===== config.mk =====
export PLATFORM = sky130hd
export DESIGN_NAME = free_index_stack_allocator
export DESIGN_NICKNAME = d
export VERILOG_FILES = /design/src/hw/rtl/fisa_pkg.sv /design/src/hw/rtl/fisa_stack_mem.sv /design/src/hw/rtl/fisa_ctrl.sv /design/src/hw/rtl/free_index_stack_allocator.sv
export SDC_FILE = /design/constraint.sdc
export NUM_CORES = 1
export LEC_CHECK = 0
export BUFFER_PORTS_ARGS = -buffer_cell sky130_fd_sc_hd__buf_2
export CORE_MARGIN = 2
export CORE_UTILIZATION = 52
export CTS_CLUSTER_DIAMETER = 120
export DETAILED_ROUTE_END_ITERATION = 7
export PLACE_DENSITY = 0.69
export SYNTH_ARGS = -nofsm -noshare
export SYNTH_HDL_FRONTEND = slang
export SYNTH_SLANG_ARGS = --single-unit

===== constraint.sdc =====
create_clock -name clk -period 6.1 [get_ports clk]
set_clock_uncertainty 0.15 [all_clocks]
set_input_delay 1.22 -clock clk [delete_from_list [all_inputs] [get_ports clk]]
set_output_delay 1.22 -clock clk [all_outputs]
set_load 0.05 [all_outputs]

===== src/hw/rtl/fisa_pkg.sv =====
// Shared types and constants for the free index stack allocator.
// No dependencies; used by the control and top modules of the block and by its checker.
package fisa_pkg;

	// Operation selected by the mode field
	typedef enum logic {
		MODE_ALLOC   = 1'b0,
		MODE_RELEASE = 1'b1
	} mode_t;

	// Result status codes
	typedef enum logic [2:0] {
		ST_OK           = 3'd0,
		ST_EXHAUSTED    = 3'd1,
		ST_RANGE        = 3'd2,
		ST_NONE_OUT     = 3'd3,
		ST_INCONSISTENT = 3'd4
	} status_t;

	// Decision made for one request at accept time
	typedef struct packed {
		status_t status;
		logic    grant;    // allocate succeeded, a slot number goes out
		logic    use_mem;  // slot comes from the stack memory, not the identity order
	} dec_t;

	localparam int GRANT_W = 6;
	localparam int COUNT_W = 7;
	localparam int REL_W   = 8;

endpackage


===== src/hw/rtl/fisa_stack_mem.sv =====
// Free-slot stack storage: one write port, one registered read port.
// Depends on nothing; instantiated by free_index_stack_allocator.
module fisa_stack_mem #(
	parameter int DEPTH = 64,
	parameter int AW    = 6,
	parameter int DW    = 6
) (
	input  logic          clk,
	input  logic          wr_en,
	input  logic [AW-1:0] wr_addr,
	input  logic [DW-1:0] wr_data,
	input  logic          rd_en,
	input  logic [AW-1:0] rd_addr,
	output logic [DW-1:0] rd_data
);

	logic [DW-1:0] mem [DEPTH];
	logic [DW-1:0] rd_q;

	// write port
	always_ff @(posedge clk) begin
		if (wr_en) begin
			mem[wr_addr] <= wr_data;
		end
	end

	// read port, registered; holds its data between reads
	always_ff @(posedge clk) begin
		if (rd_en) begin
			rd_q <= mem[rd_addr];
		end
	end

	assign rd_data = rd_q;

endmodule


===== src/hw/rtl/fisa_ctrl.sv =====
// Stack pointer and fill mark, request checks, and memory port control.
// Depends on fisa_pkg; instantiated by free_index_stack_allocator.
module fisa_ctrl #(
	parameter int POOL_SIZE = 64,
	parameter int AW        = 6,
	parameter int CW        = 7
) (
	input  logic                    clk,
	input  logic                    arst_n,
	input  logic                    acc,
	input  logic                    mode,
	input  logic [fisa_pkg::REL_W-1:0] release_slot,
	output fisa_pkg::dec_t          dec,
	output logic [CW-1:0]           top_nx,
	output logic [AW-1:0]           ident,
	output logic                    rd_en,
	output logic [AW-1:0]           rd_addr,
	output logic                    wr_en,
	output logic [AW-1:0]           wr_addr,
	output logic [AW-1:0]           wr_data
);
	import fisa_pkg::*;

	localparam int CMPW = (CW > REL_W) ? CW : REL_W;

	logic [CW-1:0] top_q;
	logic [CW-1:0] hwm_q;   // highest top reached; entries at or above it hold identity
	logic [CW-1:0] top_dec;
	logic          is_alloc;
	logic          full;
	logic          empty;
	logic          rel_bad;
	logic          ok;
	status_t       st;

	assign is_alloc = (mode == MODE_ALLOC);
	assign full     = (top_q == CW'(POOL_SIZE));
	assign empty    = (top_q == '0);
	assign rel_bad  = (CMPW'(release_slot) >= CMPW'(POOL_SIZE));
	assign top_dec  = top_q - CW'(1);

	// request checks; entries below the top are always taken, so the
	// stack never goes inconsistent
	always_comb begin
		if (is_alloc) begin
			st = full ? ST_EXHAUSTED : ST_OK;
		end else if (rel_bad) begin
			st = ST_RANGE;
		end else if (empty) begin
			st = ST_NONE_OUT;
		end else begin
			st = ST_OK;
		end
	end

	assign ok = (st == ST_OK);

	assign dec.status  = st;
	assign dec.grant   = is_alloc && ok;
	assign dec.use_mem = (top_q != hwm_q);

	// next top, also the in-use count reported for this request
	always_comb begin
		top_nx = top_q;
		if (ok) begin
			top_nx = is_alloc ? top_q + CW'(1) : top_dec;
		end
	end

	assign ident = top_q[AW-1:0];

	// memory ports: allocate reads the top entry, release writes below the top
	assign rd_en   = acc && ok && is_alloc;
	assign rd_addr = top_q[AW-1:0];
	assign wr_en   = acc && ok && !is_alloc;
	assign wr_addr = top_dec[AW-1:0];
	assign wr_data = AW'(release_slot);

	// pointer and fill mark
	always_ff @(posedge clk or negedge arst_n) begin
		if (!arst_n) begin
			top_q <= '0;
			hwm_q <= '0;
		end else if (acc) begin
			top_q <= top_nx;
			if (rd_en && (top_q == hwm_q)) begin
				hwm_q <= hwm_q + CW'(1);
			end
		end
	end

endmodule


===== src/hw/rtl/free_index_stack_allocator.sv =====
// Free index stack allocator: hands out and takes back slot numbers of a fixed pool.
// A result goes through the memory read register, then the output register.
// Throughput: one request per cycle unless the output stalls; each request uses either
// the read port or the write port, never both; a write is seen by the next cycle's read.
// Reset: asynchronous; stack top and fill mark clear at once, no memory clearing pass
// (entries at or above the fill mark read as the identity order).
module free_index_stack_allocator #(
	parameter int POOL_SIZE = 64
) (
	input  logic                          clk,
	input  logic                          arst_n,
	input  logic                          in_valid,
	output logic                          in_ready,
	input  logic                          mode,
	input  logic [fisa_pkg::REL_W-1:0]    release_slot,
	output logic                          out_valid,
	input  logic                          out_ready,
	output logic [fisa_pkg::GRANT_W-1:0]  granted_slot,
	output fisa_pkg::status_t             status,
	output logic [fisa_pkg::COUNT_W-1:0]  in_use_count
);
	import fisa_pkg::*;

	localparam int AW = (POOL_SIZE > 1) ? $clog2(POOL_SIZE) : 1;
	localparam int CW = $clog2(POOL_SIZE + 1);

	dec_t          dec;
	logic [CW-1:0] top_nx;
	logic [AW-1:0] ident;
	logic          rd_en;
	logic [AW-1:0] rd_addr;
	logic          wr_en;
	logic [AW-1:0] wr_addr;
	logic [AW-1:0] wr_data;
	logic [AW-1:0] rd_data;
	logic          acc;
	logic          s1_adv;
	logic [AW-1:0] slot_val;

	logic          valid_s1;
	dec_t          dec_s1;
	logic [CW-1:0] count_s1;
	logic [AW-1:0] ident_s1;

	logic                 out_valid_q;
	logic [GRANT_W-1:0]   grant_q;
	status_t              status_q;
	logic [COUNT_W-1:0]   count_q;

	// handshake
	assign s1_adv   = !out_valid_q || out_ready;
	assign in_ready = !valid_s1 || s1_adv;
	assign acc      = in_valid && in_ready;

	fisa_ctrl #(
		.POOL_SIZE(POOL_SIZE),
		.AW       (AW),
		.CW       (CW)
	) u_ctrl (
		.clk         (clk),
		.arst_n      (arst_n),
		.acc         (acc),
		.mode        (mode),
		.release_slot(release_slot),
		.dec         (dec),
		.top_nx      (top_nx),
		.ident       (ident),
		.rd_en       (rd_en),
		.rd_addr     (rd_addr),
		.wr_en       (wr_en),
		.wr_addr     (wr_addr),
		.wr_data     (wr_data)
	);

	fisa_stack_mem #(
		.DEPTH(POOL_SIZE),
		.AW   (AW),
		.DW   (AW)
	) u_mem (
		.clk    (clk),
		.wr_en  (wr_en),
		.wr_addr(wr_addr),
		.wr_data(wr_data),
		.rd_en  (rd_en),
		.rd_addr(rd_addr),
		.rd_data(rd_data)
	);

	// stage 1: request decided, stack read in flight
	always_ff @(posedge clk or negedge arst_n) begin
		if (!arst_n) begin
			valid_s1 <= 1'b0;
		end else if (in_ready) begin
			valid_s1 <= in_valid;
		end
	end

	always_ff @(posedge clk) begin
		if (acc) begin
			dec_s1   <= dec;
			count_s1 <= top_nx;
			ident_s1 <= ident;
		end
	end

	// pick stored slot or identity value
	assign slot_val = dec_s1.use_mem ? rd_data : ident_s1;

	// output register
	always_ff @(posedge clk or negedge arst_n) begin
		if (!arst_n) begin
			out_valid_q <= 1'b0;
		end else if (s1_adv) begin
			out_valid_q <= valid_s1;
		end
	end

	always_ff @(posedge clk) begin
		if (s1_adv && valid_s1) begin
			grant_q  <= dec_s1.grant ? GRANT_W'(slot_val) : '0;
			status_q <= dec_s1.status;
			count_q  <= COUNT_W'(count_s1);
		end
	end

	assign out_valid    = out_valid_q;
	assign granted_slot = grant_q;
	assign status       = status_q;
	assign in_use_count = count_q;

endmodule


==> summary.txt <==
Worst setup path
  • Worst Reg-to-Reg Cells: 7
  • Worst Path Arrival: 4070 ps
  • Worst r2r dst: u_mem.mem[61][3]$_DFFE_PP_
  • Critical path required time: 6120 ps
  • Worst Setup End Kind: flop
  • Register-to-register setup slack: 2050 ps
  • Worst reg2reg startpoint: u_ctrl.top_q[1]$_DFFE_PN0P_
  • Crit path max fanout: 48
  • WS Path Type: reg2reg
  • CP startpoint kind: flop

Flow run
  • Max cap viols: 0

Yosys
  • Sequential area share after synthesis: 0.755
  • Post-synthesis register bit count: 438
  • Yosys top cell by area: edfxtp_1
  • Post-Syn Nets: 900
  • Synth cell types: 50
  • Post-Syn Instances: ~880
  • Most frequent cell after synthesis: edfxtp_1
  • Async SR Flop Fraction: 0.0365
  • Mapped Area: 17300 sq um
  • Synth top area cells: edfxtp_1 (73%), mux4_2 (12%), dfrtp_1 (2.3%)
  • Syn. warnings: 0
  • Post-synth top cells: edfxtp_1 (422), mux4_2 (96), nor2_1 (88)
  • Synth top area share: 0.732
  • Synth Flop Type: edfxtp_1
  • Synthesized area per cell: 19.6 sq um
  • Post-synth EDFFs: 422

Pwr
  • Peak VDD IR: around 0.0002 V
  • Total power: 8.20 mW
  • Pleak: 6.06 nW
  • Power per cell area: 427 nW/um^2

Routing
  • DRT Wirelength: ~36000 um
  • Vias: 8511
  • First-pass DRT Iterations: 5
  • # DRC: 0
  • Avg WL per Cell: between 20 and 30 um
  • Vias per cell: between 6 and 7
  • Post-detailed-route count of antenna-violating nets: 0
  • Initial drt markers: approximately 970

STA
  • Final min period: 4050 ps
  • F_max: 247 MHz
  • # setup viols final: 0
  • Final period util: 0.664
  • Slew Viols, Final: 0
  • Final Hold Fails: 0
  • Hold slack: 271 ps
  • RSZ-0062 raised after global routing: no
  • Final setup TNS: 0 ps
  • Worst slew pin tran: 1290 ps
  • Slew Limit Headroom: 0.139

CTS
  • Sink Count: 438
  • TritonCTS clock tree: yes
  • Post-CTS Hold Buffers: 0
  • Root Buffer: clkbuf_16
  • Max clock buf depth: 3
  • Clk slew on worst S/H paths: ~60 ps
  • H-tree depth: 2
  • Setup bufs post-CTS: 0
  • Clock Latency Late Sink: around 530 ps
  • Post-CTS sizing: 0
  • Total CTS buffers: 43

Floorplanning
  • Boundary Pins: 31
  • Die area: 34800 sq um
  • # rows: 66
  • Initial core utilization: 0.531
  • Die W: 186 um
  • Core Area: 32600 sq um
  • Die H: between 150 and 200 um

Global route
  • Number of global-route vias before repair: 8523
  • Initial antenna violation count: 0
  • Largest net degree at the start of global routing: 65
  • Grt total ovfl: 0
  • Global-route wire length before repair: about 54000 um
  • GRT Resource Usage Total: 0.207

Worst hold path
  • Hold Startpoint: count_s1[0]$_DFFE_PP_
  • Hold depth: 0
  • Hold crit path type: reg2reg
  • Hold Crit Endpoint: in_use_count[0]$_DFFE_PP_

Outcome
  • Outcome: finished, final reports clean

Placed design
  • GP Congestion: slightly above 0.8
  • Port buffer count: 29
  • DP Wirelength: ~21000 um

Cells and area
  • Share of cells above drive strength 1: 0.221
  • Diodes inserted: 0
  • P&R area growth vs syn: 10.9%
  • Final #Nets: 938
==> worst max-delay path by stage <==
stage,from,endpoint,slack [ps],depth (start not counted)
2_1_floorplan,out_ready,u_mem.mem[40][0]$_DFFE_PP_,2730,5
5_1_grt,u_ctrl.top_q[1]$_DFFE_PN0P_,u_mem.mem[61][1]$_DFFE_PP_,1860,7
3_5_place_dp,u_ctrl.top_q[1]$_DFFE_PN0P_,u_mem.mem[44][5]$_DFFE_PP_,2120,7
3_3_place_gp,u_ctrl.top_q[1]$_DFFE_PN0P_,u_mem.mem[44][4]$_DFFE_PP_,2180,7
6_report,u_ctrl.top_q[1]$_DFFE_PN0P_,u_mem.mem[61][3]$_DFFE_PP_,2050,7
4_1_cts,u_ctrl.top_q[1]$_DFFE_PN0P_,u_mem.mem[61][1]$_DFFE_PP_,2090,7
==> kinds of logic after synthesis <==
family          synth area share
flops                      0.755
xor+xnor                  0.0137
other cells             0.000217
mux                        0.132
fa+ha+maj                0.00217
buf+inv                   0.0168
simple gates              0.0416
compound gates            0.0388
==> cell usage in the layout (no fill, tap or decap), types with 11 or more instances in the layout <==
cell type	n
nor2_1	86
xnor2_1	11
a21oi_1	27
buf_4	11
a22oi_1	48
clkbuf_16	43
dfrtp_1	14
xor2_1	16
edfxtp_1	422
mux4_2	96
nand2_1	17
buf_2	29
==> power breakdown <==
part | switching (mW) | internal [mW]
combinational | 1.13 | 0.867
sequential | 0.198 | 3.43
clock | 1.07 | 1.50
total | 2.40 | 5.80
==> flip-flops by register name (all words and copies together) (netlist names) <==
register,flops
u_mem.mem,384
count_s1,7
in_use_count,7
u_ctrl.hwm_q,7
u_ctrl.top_q,7
granted_slot,6
ident_s1,6
u_mem.rd_data,6
dec_s1,4
status,2
out_valid,1
valid_s1,1
==> cell type report <==
class,count,area [sq um]
Multi-Input combinational cell,391,3960
Inverter,8,30.0
Tap cell,442,553
Timing Repair Buffer,40,228
Fill cell,2288,13400
Sequential cell,438,13100
Clock inverter,22,241
Clock buffer,52,1110
==> per-stage QoR <==
step / cell area, sq um / instances / worst slack (ps) / util
after floorplan: 17300 / 884 / 2730 / -
after global placement: 17800 / 1319 / 2180 / 0.547
after detailed placement: 17800 / 1319 / 2120 / 0.547
after CTS: 19200 / 1393 / 2090 / 0.589
after global routing: 19200 / 1393 / 1860 / 0.589
final: 19200 / 1393 / 2050 / 0.589
==> worst max-delay path: stages, from the launching register on <==
cell and delay [ps]:
dfrtp_4 840, inv_1 140, ha_1 350, or3b_2 270
o311ai_0 180, nor3_1 370, nand3_1 660, nor2_1 700
==> routing by layer <==
layer | share of wire | vias up | global-route usage
li1 | - | 3677 | -
met1 | 0.42 | 4351 | 0.299
met2 | 0.46 | 400 | 0.311
met3 | 0.080 | 83 | 0.0453
met4 | 0.036 | 0 | 0.0830
met5 | 0 | - | 0
(Power assumes the default switching activity.)
